### config.mk
export PLATFORM = sky130hd
export DESIGN_NAME = bfp_cell
export DESIGN_NICKNAME = d
export VERILOG_FILES = /design/src/sv/bfp_pkg.sv /design/src/sv/bfp_cell.sv
export SDC_FILE = /design/constraint.sdc
export NUM_CORES = 1
export LEC_CHECK = 0
export BUFFER_PORTS_ARGS = -buffer_cell sky130_fd_sc_hd__buf_4
export CELL_PAD_IN_SITES_DETAIL_PLACEMENT = 0
export CELL_PAD_IN_SITES_GLOBAL_PLACEMENT = 1
export CORE_ASPECT_RATIO = 0.5
export CORE_MARGIN = 2
export CORE_UTILIZATION = 38
export CTS_CLUSTER_SIZE = 14
export DETAILED_ROUTE_END_ITERATION = 7
export PLACE_DENSITY_LB_ADDON = 0.1
export SLEW_MARGIN = 0
export SYNTH_ARGS = -nofsm -noshare
export SYNTH_HDL_FRONTEND = slang
export SYNTH_SLANG_ARGS = --single-unit
### constraint.sdc
create_clock -name i_clk -period 6.4 [get_ports i_clk]
set_input_delay 0.96 -clock i_clk [delete_from_list [all_inputs] [get_ports i_clk]]
set_output_delay 0.96 -clock i_clk [all_outputs]
set_load 0.02 [all_outputs]
### src/sv/bfp_pkg.sv
// ----------------------------------------------------------------------------
// bfp_pkg
// shared types, sizes and codes of the best-fit buffer pool
// ----------------------------------------------------------------------------
package bfp_pkg;

    localparam int POOL_UNITS = 64;
    localparam int IDX_W      = $clog2(POOL_UNITS);
    localparam int CNT_W      = $clog2(POOL_UNITS + 1);
    localparam int SIZE_W     = 32;

    // request kinds
    localparam logic [1:0] REQ_ALLOC   = 2'd0;
    localparam logic [1:0] REQ_FREE    = 2'd1;
    localparam logic [1:0] REQ_REALLOC = 2'd2;

    // status codes
    localparam logic [1:0] ST_OK       = 2'd0;
    localparam logic [1:0] ST_ZERO     = 2'd1;
    localparam logic [1:0] ST_INVALID  = 2'd2;
    localparam logic [1:0] ST_NO_UNITS = 2'd3;

    // action codes
    localparam logic [2:0] ACT_NONE    = 3'd0;
    localparam logic [2:0] ACT_FRESH   = 3'd1;
    localparam logic [2:0] ACT_REUSED  = 3'd2;
    localparam logic [2:0] ACT_RESIZED = 3'd3;
    localparam logic [2:0] ACT_MOVED   = 3'd4;
    localparam logic [2:0] ACT_GROWN   = 3'd5;
    localparam logic [2:0] ACT_KEPT    = 3'd6;

    typedef struct packed {
        logic [1:0]  req_type;
        logic [5:0]  unit_index;
        logic [31:0] request_size;
    } t_bfp_req;

    typedef struct packed {
        logic [5:0]  result_unit;
        logic [1:0]  status;
        logic [2:0]  action;
        logic [31:0] copy_length;
    } t_bfp_rsp;

    // scan token walking down the row of cells
    typedef struct packed {
        logic              vld;
        logic [SIZE_W-1:0] need;
        logic [IDX_W-1:0]  tgt;
        logic              tgt_ok;
        logic [SIZE_W-1:0] tgt_size;
        logic              bf_found;
        logic [SIZE_W-1:0] bf_size;
        logic [IDX_W-1:0]  bf_idx;
        logic              sm_found;
        logic [SIZE_W-1:0] sm_size;
        logic [IDX_W-1:0]  sm_idx;
    } t_bfp_tok;

    // update command broadcast to all cells
    typedef struct packed {
        logic              size_en;
        logic [IDX_W-1:0]  size_idx;
        logic [SIZE_W-1:0] size_val;
        logic              set_en;
        logic [IDX_W-1:0]  set_idx;
        logic              clr_en;
        logic [IDX_W-1:0]  clr_idx;
        logic              wipe_en;
        logic [CNT_W-1:0]  wipe_lo;
        logic [CNT_W-1:0]  wipe_hi;
    } t_bfp_wr;

endpackage

### src/sv/bfp_cell.sv
// ----------------------------------------------------------------------------
// bfp_cell
// one pool unit: holds size and in-use mark, refines the passing scan token
// ----------------------------------------------------------------------------
module bfp_cell (
    input  logic                      i_clk,
    input  logic                      i_rst_n,
    input  logic [bfp_pkg::IDX_W-1:0] i_index,
    input  logic [bfp_pkg::CNT_W-1:0] i_active,
    input  bfp_pkg::t_bfp_tok         i_tok,
    output bfp_pkg::t_bfp_tok         o_tok,
    input  bfp_pkg::t_bfp_wr          i_wr
);
    import bfp_pkg::*;

    logic [SIZE_W-1:0] r_size;
    logic              r_in_use;
    t_bfp_tok          r_tok;
    t_bfp_tok          n_tok;
    logic              w_active;
    logic              w_free;
    logic [CNT_W-1:0]  w_idx_ext;

    assign w_idx_ext = CNT_W'(i_index);
    assign w_active  = (w_idx_ext < i_active);
    assign w_free    = w_active && !r_in_use;

    always_comb begin
        n_tok = i_tok;
        if (i_tok.tgt == i_index) begin
            n_tok.tgt_ok   = w_active && r_in_use;
            n_tok.tgt_size = r_size;
        end
        // strict compare keeps the lowest index on ties
        if (w_free && (r_size >= i_tok.need) &&
            (!i_tok.bf_found || (r_size < i_tok.bf_size))) begin
            n_tok.bf_found = 1'b1;
            n_tok.bf_size  = r_size;
            n_tok.bf_idx   = i_index;
        end
        if (w_free && (!i_tok.sm_found || (r_size < i_tok.sm_size))) begin
            n_tok.sm_found = 1'b1;
            n_tok.sm_size  = r_size;
            n_tok.sm_idx   = i_index;
        end
    end

    always_ff @(posedge i_clk) begin
        if (!i_rst_n) begin
            r_tok    <= '0;
            r_size   <= '0;
            r_in_use <= 1'b0;
        end else begin
            r_tok <= n_tok;
            if (i_wr.wipe_en && (w_idx_ext >= i_wr.wipe_lo) && (w_idx_ext < i_wr.wipe_hi)) begin
                r_size   <= '0;
                r_in_use <= 1'b0;
            end
            if (i_wr.size_en && (i_wr.size_idx == i_index)) begin
                r_size <= i_wr.size_val;
            end
            if (i_wr.set_en && (i_wr.set_idx == i_index)) begin
                r_in_use <= 1'b1;
            end
            if (i_wr.clr_en && (i_wr.clr_idx == i_index)) begin
                r_in_use <= 1'b0;
            end
        end
    end

    assign o_tok = r_tok;

endmodule

Yosys cells after proc, flatten, opt, wreduce, memory -nomap -nowiden
Cells that the tools add are included.

storage, ports and cells
  register bits = 183
  output and inout bits = 150
  logic and storage cells = 49

cells by class
  magnitude comparators = 6
  equal/unequal tests = 4
  muxes and demuxes = 7
  bitwise gates (word level) = 1
  reductions and logical operators = 18

operator list
  cell                                 number
  2-to-1 mux 39 bit                    2
  less-than comparator 32 bit          2
  2-to-1 mux 32 bit                    2
  2-to-1 mux 33 bit                    1
  >= comparator 32 bit                 1
  == test 6 bit                        4
  less-than comparator 6 x 7 -> 1 bit  2
  logical AND 1 bit                    10
  >= comparator 6 x 7 -> 1 bit         1
  nonzero test 2 bit                   2
  zero test 1 bit                      3
  logical OR 1 bit                     2
  2-to-1 mux 1 bit                     2
  OR reduction 2 bit                   1
  inverter 1 bit                       1

Depth between registers and ports, before layout
Gate-level depths: netlist of the first run.

  depth in word-level cells = 5
  gate-level depth with buffers = 11
  gate-level depth less buffers = 9

Worst setup path after synthesis of the first run
No wires, ideal clock.

  path type = input -> register
  from = input port i_tok[132] (netlist name)
  to = register r_tok (netlist bit o_tok[39])
  library setup time = 120 ps
  arrival time = 3,052 ps
  data required time = 6,280 ps
  slack = 3,229 ps
  stages = 11
  path buffers = 2
  cell sequence = inv_1 > ha_1 > nand4_1 > or4_1 > o32a_1 > a21oi_1 > o21ai_1 > a211o_1 > buf_6 > buf_6 > mux2i_1

between the ends
  cells in the longest elaborated chain, start to end = 4

RTL lines
  item                             line            source
  start, declared                  bfp_cell.sv:10  input bfp_pkg::t_bfp_tok i_tok,
  >= comparator 32 bit             bfp_cell.sv:35  if (w_free && (r_size >= i_tok.need) &&
  logical AND 1 bit (2 in series)  bfp_cell.sv:35
  2-to-1 mux 39 bit                bfp_cell.sv:35
  end signal, assigned             bfp_cell.sv:54  r_tok <= n_tok;
  end, declared                    bfp_cell.sv:18  t_bfp_tok r_tok;

Every way passes these cells.
A chain may end at the register's enable or synchronous reset.

Worst setup path after layout of the first run
  from = input port i_tok[7] (netlist name)
  to = register r_tok (netlist bit o_tok[15])

between the ends
  cells in the longest elaborated chain, start to end = 4

RTL lines
  item                         line            source
  less-than comparator 32 bit  bfp_cell.sv:41  if (w_free && (!i_tok.sm_found || (r_size < i_tok.sm_size))) begin
  logical OR 1 bit             bfp_cell.sv:41
  logical AND 1 bit            bfp_cell.sv:41
  2-to-1 mux 39 bit            bfp_cell.sv:41

Every way passes these cells.

==> results.md, run 1 <==
* CTS tree: built
* DRC errors left at 0
* Pwr dens at 212 nW/um2
* CP Buf/Inv Count at 3
* Yosys reg bits at 183
* Slowest-stage cell, CP: buf_4
* Static Leak at 7.18 nW
* Synth top area share at 39.9%
* Post-route ant nets at 0
* GPL Wtd Cong at 0.826
* Post-CTS Setup Inserts at 0
* DP Cell Count at 1646
* Peak Freq at 265 MHz
* Root Buffer: clkbuf_16
* Grt ovf at 0
* Row count at 40
* TNS Setup at 0 ps
* Via count at 8081
* Io pins at 383
* Worst EP arrival at 4140 ps
* Outcome: finished, final reports clean
* H-tree depth at 4
* Overall power at 0.00272 W
* CTS clk-pin slew, worst paths at 60 ps
* Synth cell types at 44
* Post_cts resized at 0
* Drt total wl at 29.6 mm
* Slew @ Worst Pin at 1100 ps
* First-iteration detailed-routing DRC count at 364
* Most Frequent Cell on Critical Path: buf_4
* Seq/Total Area, Yosys at 39.9%
* Post-DP HPWL at 23.1 mm
* Synthesis Warnings at 0
* Async SR Flop Fraction at 0%
* Tightest Hold Check Type: flop to flop
* Setup Skew at 9.49 ps
* Die area at 25500 um2
* Critical Path Fanout Max at 33
* Post-synthesis instance total at 990
* Initial Utilization at 38.4%
* Initial antenna violation count at 0
* Drt first pass iters at 5
* Most frequent cell after synthesis: dfxtp_1
* Post-synth top cells: 183 x dfxtp_1, 139 x nand2_1, 112 x inv_1
* Maxcap violations at 0
* Width of the die at 224 um
* Synthesized cell area at 9180 um2
* Wire per inst at 17.7 um
* Core Box Area at 23900 um2
* Clock Path Buffers at 2
* Period utilisation layout at 59.0%
* R2R Setup Slk at 2760 ps
* CTS Buf Count at 17
* Worst EP required at 6770 ps
* Crit-path cells: buf_4, inv_1, ha_1, a21o_1, a211o_1, a221oi_1, a2111oi_0, nor3_2, buf_4, mux2i_1
* Clock insertion delay at the later pin of the skew report at 450 ps
* Hold_buf cts at 0
* Layout cells sized above 1 at 30.8%
* # diodes at 0
* Area growth syn-to-layout at 40.0%
* Top_reg_cell synth: dfxtp_1
* Vias in the first global route at 8182
* Vias/cell at 4.82
* Final Max Tran Viols at 0
* Largest net degree at the start of global routing at 118
* Unrepaired setup endpoints after global routing: no
* Setup CP Type: input port to flop
* Final Worst Setup Slack at 2630 ps
* Syn_area_per_cell at 9.27 um2
* Ranking of synthesized cells by area: dfxtp_1 40%, ha_1 15%, mux2i_1 12%
* Critical Path Start Type: input port
* Worst vdd ir at 131 uV
* Crit end category: flop
* Die Y at 114 um
* Slew headroom at 26.7%
* Final layout net count at 1693
* Global-route wire length before repair at 44.7 mm
* Critical path's top delay family: compound AO/OA/AOI/OAI gates
* Worst slack, placed at 2200 ps
* CTS sink count at 183
* Fin cells at 1675
* Final Critical Period at 3770 ps
* Post-synth top area cell: dfxtp_1
* Final setup viols at 0
* Synth Net Count at 1333
* Total Routing Usage GR at 23.2%
* Hold Fails Final Rpt at 0
* CP peak stage delay at 660 ps
* Buffers on Ports at 382
* EDFF count, synth at 0
==> final cells by class <==
| class | count | area [um2] |
|---|---|---|
| fill | 2245 | 11000 |
| multi-input combinational | 648 | 4900 |
| sequential | 183 | 3660 |
| timing repair buffer | 387 | 2910 |
| clock buffer | 21 | 460 |
| inverter | 113 | 424 |
| tap | 315 | 394 |
| clock inverter | 8 | 101 |
==> power breakdown <==
part	switching, W	total, W	internal [W]	leakage (nW)
sequential	0.0000167	0.00121	0.00119	1.51
combinational	0.000240	0.000476	0.000236	5.40
clock	0.000452	0.00104	0.000589	0.279
total	0.000709	0.00272	0.00202	7.18
==> worst paths after layout <==
| check | startpoint | end | cells after the start |
|---|---|---|---|
| worst min register to register | r_in_use | r_in_use | 2 |
| worst min-delay path | r_in_use | r_in_use | 2 |
| worst max-delay path | i_tok[7] | o_tok[15] | 10 |
| worst max register to register | r_size[1] | o_tok[15] | 8 |
==> sequential cells by signal, indices dropped and copies added (netlist names) <==
name,count
o_tok,150
r_in_use,1
r_size,32
==> cells in the final DEF (no fill, tap or decap), drive strengths merged, types with 7 or more instances in the layout <==
cell | synthesis | routed
mux2i | 107 | 107
clkinv | 1 | 7
nand2 | 139 | 139
nor2 | 13 | 13
o21ai | 16 | 16
inv | 112 | 112
ha | 110 | 110
nand3 | 11 | 11
xor2 | 13 | 13
buf | 12 | 387
a21oi | 46 | 46
nand4 | 20 | 20
a21o | 11 | 11
clkbuf | 34 | 21
nor2b | 35 | 35
xnor2 | 11 | 11
and2 | 41 | 41
dfxtp | 183 | 183
a22o | 32 | 32
==> tightest hold or removal path, cell delays in order, from the launching register on <==
cell	delay, ps
dfxtp_1	330
nand2b_1	80
a21oi_1	60
==> logic make-up after synthesis <==
| kind of cell | count (synthesis) | share of synthesized area (%) |
|---|---|---|
| buf+inv | 159 | 6.89 |
| flops | 183 | 39.9 |
| xor+xnor | 24 | 2.29 |
| mux | 107 | 11.7 |
| simple gates | 277 | 14.7 |
| fa+ha+maj | 110 | 15.0 |
| compound gates | 130 | 9.55 |
==> metrics by stage <==
step | util [%] | hold WS [ps] | area [um2]
detailed placement | 51.5 | 508 | 12300
global placement | 51.5 | 493 | 12300
floorplan | - | 456 | 9180
global route | 53.8 | 560 | 12800
finish | 53.8 | 520 | 12800
CTS | 53.8 | 523 | 12800
==> per-layer routing <==
metal  track usage, %  part of all wire (%)  up-vias
met2             39.7                    48      181
met4             8.80                   2.3        0
li1                 -                     -     4050
met3             6.00                   5.4       37
met1             28.3                    44     3813
met5                0                     0        -
Power figures use the tool's default switching activity.
==> run 2: changes to the inputs <==
CORE_UTILIZATION = 35   (was 38)
clock period = 3.95 ns   (was 6.4 ns; I/O delays follow)
==> results.md, run 2 (synthesis gave the netlist of run 1 again) <==
* Vias in the first global route at 8243 (+0.75%)
* Area growth syn-to-layout at 40.9%
* Final setup viols at 0 (unchanged)
* Worst r2r src: r_size[15]
* Tightest Hold Check Type: input port to flop
* CTS clk-pin slew, worst paths at 70 ps (about the same)
* Hold Startpoint: i_wr[46]
* Slew @ Worst Pin at 911 ps (-184 ps)
* Vias/cell at 4.72 (-2.2%)
* Final core occ at 50.7% (-3.1 points)
* DP Cell Count at 1678 (+1.9%)
* CTS Buf Count at 17 (unchanged)
* Largest register FFs at 150 (unchanged)
* Met3 Resource Use GR at 5.38% (-0.62 points)
* Post-CTS Setup Inserts at 0 (unchanged)
* Outcome: finished, final reports clean
* Post-route ant nets at 0 (unchanged)
* Overall power at 0.00440 W (+61%)
* Final Max Tran Viols at 0 (unchanged)
* Hold Fails Final Rpt at 0 (unchanged)
* Post_cts resized at 0 (unchanged)
* Die area at 27600 um2 (+8.3%)
* Total Routing Usage GR at 21.9% (-1.3 points)
* Width of the die at 233 um (+4.1%)
* Hold_buf cts at 0 (unchanged)
* Final layout net count at 1696 (+0.18%)
* Buffers on Ports at 382 (unchanged)
* GPL Wtd Cong at 0.824 (-0.15%)
* # diodes at 0 (unchanged)
* Core Box Area at 25500 um2 (+6.8%)
* Clock insertion delay at the later pin of the skew report at 440 ps (about the same)
* First-iteration detailed-routing DRC count at 396 (+8.8%)
* Die Y at 118 um (+4.0%)
* Setup Skew at 11.6 ps (+2.08 ps)
* FF+latch area at 3660 um2 (unchanged)
* Drt first pass iters at 4 (-1)
* Period utilisation layout at 82.1%
* Critical Path Fanout Max at 32 (-3.0%)
* Static Leak at 7.20 nW (+0.23%)
* Commonest cells after routing, fill and taps aside: 388 x buf_4, 183 x dfxtp_1, 139 x nand2_1, 112 x inv_1, 110 x ha_1
* Final Critical Period at 3240 ps
* Wire per inst at 17.7 um (+0.30%)
* Global-route wire length before repair at 46.0 mm (+2.9%)
* Crit path from: r_size[15]
* Largest net degree at the start of global routing at 150 (+27%)
* H-tree depth at 4 (unchanged)
* Setup CP Type: flop to flop
* Worst EP arrival at 3570 ps (-570 ps)
* Grt ovf at 0 (unchanged)
* Root Buffer: clkbuf_16
* Worst vdd ir at 277 uV (+110%)
* Via count at 8064 (-0.21%)
* M2 GR Usage at 38.4% (-1.3 points)
* CTS tree: built
* Crit end category: flop
* Pwr dens at 340 nW/um2 (+60%)
* Io pins at 383 (unchanged)
* Clock Path Buffers at 2 (unchanged)
* Drt total wl at 30.3 mm (+2.3%)
* CTS sink count at 183 (unchanged)
* Slew headroom at 39.3% (+13 points)
* Unrepaired setup endpoints after global routing: no
* Hold WS at 352 ps (-168 ps)
* Initial antenna violation count at 0 (unchanged)
* GRT busiest layer: met2
* Row count at 41 (+2.5%)
* Layout cells sized above 1 at 31.2% (+0.40 points)
* TNS Setup at 0 ps (unchanged)
* Initial Utilization at 36.0% (-2.4 points)
* # fillers at 2401 (+6.9%)
* Commonest non-fill, non-tap cell in the layout: buf_4
* Critical Path Start Type: flop
* Met1 Usage GRT at 26.8% (-1.5 points)
* Peak Freq at 308 MHz
* Post-DP HPWL at 23.6 mm (+1.9%)
* Multi-input logic area at 4900 um2 (unchanged)
* Fin cells at 1709 (+2.0%)
* Worst EP required at 4270 ps (-2500 ps)
* Maxcap violations at 0 (unchanged)
* DRC errors left at 0 (unchanged)
[run 2: changes by cell type in the layout (fill, tap and decap cells not counted)]
cell,delta
inv_6,+5
clkinvlp_4,+3
buf_12,+2
clkbuf_1,-2
clkinv_4,-2
buf_4,+1
bufinv_16,-1
clkbuf_8,-1
[run 2: worst paths after layout]
| check | endpoint | slack, ps | depth (start not counted) |
|---|---|---|---|
| worst max register to register | o_tok[53] | 710 | 9 |
| worst min register to register | r_in_use | 500 | 2 |
| worst max-delay path | o_tok[53] | 710 | 9 |
| worst min-delay path | r_size[17] | 350 | 2 |
[run 2: layer usage]
metal / wire length (um) / vias to the layer above / share of wire (%)
li1: - / 4067 / -
met4: 454 / 0 / 1.5
met2: 15000 / 204 / 50
met5: 0 / - / 0
met1: 13300 / 3762 / 44
met3: 1540 / 31 / 5.1
[run 2: critical path, cell delays in order (launching register included)]
cell,delay (ps)
dfxtp_1,410
ha_1,360
nand4_1,150
or4_1,550
o32a_1,300
a21oi_1,400
o21ai_1,130
a211o_2,400
buf_12,240
mux2i_1,160
[run 2: stage by stage]
step	setup slack, ps	area [um2]
2_1_floorplan	1150	9180
3_3_place_gp	500	12400
3_5_place_dp	459	12400
4_1_cts	697	12900
5_1_grt	554	12900
6_report	708	12900
[run 2: final cells by class]
type	count	area share (%)
flip-flops and latches	183	28.3
clock inverters	13	0.929
repair buffers	390	22.8
inverters	113	3.28
well taps	344	3.33
clock buffers	18	3.40
multi-input cells	648	37.9
[run 2: report_power, final]
part | internal (W) | switching, W
clock | 0.000889 | 0.000777
sequential | 0.00193 | 0.0000278
combinational | 0.000385 | 0.000392
total | 0.00320 | 0.00120
==> run 3: changes to the inputs <==
clock period = 3.35 ns   (was 3.95 ns; I/O delays follow)
==> results.md, run 3 (synthesis gave the netlist of run 1 again) <==
* Outcome: finished, final reports clean
* Hold Fails Final Rpt at 0 (unchanged)
* Initial antenna violation count at 0 (unchanged)
* Total Routing Usage GR at 22.0% (+0.035 points)
* DRC errors left at 0 (unchanged)
* Post-DP HPWL at 23.8 mm (+1.0%)
* Worst r2r src: r_size[0]
* Root Buffer: clkbuf_16
* First-iteration detailed-routing DRC count at 331 (-16%)
* Area growth syn-to-layout at 42.6%
* Commonest non-fill, non-tap cell in the layout: buf_4
* Hold Startpoint: i_tok[149]
* Die Y at 118 um (unchanged)
* Maxcap violations at 0 (unchanged)
* Row count at 41 (unchanged)
* Grt ovf at 0 (unchanged)
* # fillers at 2451 (+2.1%)
* Final setup viols at 0 (unchanged)
* Critical Path Fanout Max at 9 (-72%)
* Vias/cell at 4.64 (-1.7%)
* Clock Path Buffers at 2 (unchanged)
* Width of the die at 233 um (unchanged)
* Power share of the combinational group at 16.9% (-0.8 points)
* Placed cell area at 12400 um2 (+0.53%)
* Final Max Tran Viols at 0 (unchanged)
* # diodes at 0 (unchanged)
* Setup CP Type: flop to flop
* Crit end category: flop
* Slew @ Worst Pin at 922 ps (+11.5 ps)
* Die area at 27600 um2 (unchanged)
* Post-route ant nets at 0 (unchanged)
* Largest register FFs at 150 (unchanged)
* Final layout net count at 1703 (+0.41%)
* CTS tree: built
* Core Box Area at 25500 um2 (unchanged)
* R2R Setup Slk at 310 ps (-400 ps)
* Worst EP arrival at 3410 ps (-160 ps)
* Worst vdd ir at 252 uV (-9.0%)
* CTS sink count at 183 (unchanged)
* TNS Setup at 0 ps (unchanged)
* Flop pwr share at 42.5% (-2.0 points)
* Critical Path Start Type: flop
* Hold depth at 2 (unchanged)
* Global-route wire length before repair at 45.8 mm (-0.35%)
* Worst Reg2Reg Path Length in Cells at 12 (+3)
* Sw Share at 25.8% (-1.4 points)
* Slew headroom at 38.5% (-0.76 points)
* Initial Utilization at 36.0% (unchanged)
* DP Cell Count at 1685 (+0.42%)
* Wire per inst at 17.5 um (-1.3%)
* Period utilisation layout at 90.7% (+8.6 points)
* Drt total wl at 30.1 mm (-0.79%)
* Final Critical Period at 3040 ps (-203 ps)
* Static Leak at 7.28 nW (+1.1%)
* Clock insertion delay at the later pin of the skew report at 450 ps (about the same)
* Layout cells sized above 1 at 31.6% (+0.40 points)
* Commonest cells after routing, fill and taps aside: 394 x buf_4, 183 x dfxtp_1, 139 x nand2_1, 112 x inv_1, 110 x ha_1
* Tightest Hold Check Type: input port to flop
* Net Sw Power at 0.00140 W (+17%)
* GPL Wtd Cong at 0.822 (-0.29%)
* Final core occ at 51.3% (+0.60 points)
* Worst EP required at 3720 ps (-550 ps)
* Buffers on Ports at 382 (unchanged)
* Post-CTS Setup Inserts at 0 (unchanged)
* Fin cells at 1717 (+0.47%)
* Crit path from: r_size[0]
* Vias in the first global route at 8169 (-0.90%)
* Io pins at 383 (unchanged)
* Unrepaired setup endpoints after global routing: no
* Pwr dens at 415 nW/um2 (+22%)
* Setup Skew at 12.0 ps (+0.450 ps)
* Largest net degree at the start of global routing at 149 (-0.67%)
* Clk pwr share at 40.6% (+2.7 points)
* Hold WS at 258 ps (-94.9 ps)
* Internal power at 0.00403 W (+26%)
* Hold_buf cts at 0 (unchanged)
* Final Cell Area at 13100 um2 (+1.2%)
* CTS Buf Count at 17 (unchanged)
* Drt first pass iters at 5 (+1)
* CTS clk-pin slew, worst paths at 70 ps (about the same)
* Peak Freq at 329 MHz (+6.7%)
* Via count at 7966 (-1.2%)
* H-tree depth at 4 (unchanged)
run 3: worst max-delay path: stages (launching register included):
cell	delay, ps
dfxtp_1	370
clkinv_1	140
ha_1	280
nand2b_1	150
a2111oi_1	540
buf_4	200
o32a_1	150
a21oi_1	70
buf_4	150
o21ai_1	150
a211o_2	270
buf_4	270
mux2i_1	220
run 3: path summary, 6_finish.rpt:
| path | endpoint |
|---|---|
| min | o_tok[149] |
| max reg2reg | o_tok[60] |
| min reg2reg | r_in_use |
| max | o_tok[60] |
run 3: area by class of cell:
class | instances | area, um2 | share of cell area (%)
timing repair buffer | 397 | 3020 | 23.1
multi-input combinational | 648 | 4900 | 37.4
sequential | 183 | 3660 | 28.0
clock inverter | 13 | 193 | 1.47
clock buffer | 19 | 453 | 3.46
tap | 344 | 430 | 3.29
inverter | 113 | 424 | 3.24
run 3: metrics by stage:
stage	worst slack, ps	power (W)
finish	311	0.00543
global route	94.1	0.00566
CTS	114	0.00550
detailed placement	23.7	0.00329
global placement	141	0.00327
floorplan	636	0.00279
run 3: power groups by stage:
stage	registers (W)	clock network, W	logic (W)
2_1_floorplan	0.00248	0	0.000318
3_3_place_gp	0.00236	0	0.000918
3_5_place_dp	0.00236	0	0.000928
4_1_cts	0.00231	0.00226	0.000932
5_1_grt	0.00231	0.00234	0.00101
6_report	0.00231	0.00221	0.000919
run 3: metal layers:
metal	global-route usage [%]	part of all wire, %	vias to the layer above
met3	5.45	5.4	24
met5	0	0	-
met2	37.5	48	161
met4	6.29	1.6	0
li1	-	-	4086
met1	27.3	45	3695
run 3: repair_timing:
action | CTS | global route
endpoints found under the setup margin | 0 | 3
endpoints found under the hold margin | 0 | 0
gates resized for setup | 0 | 1
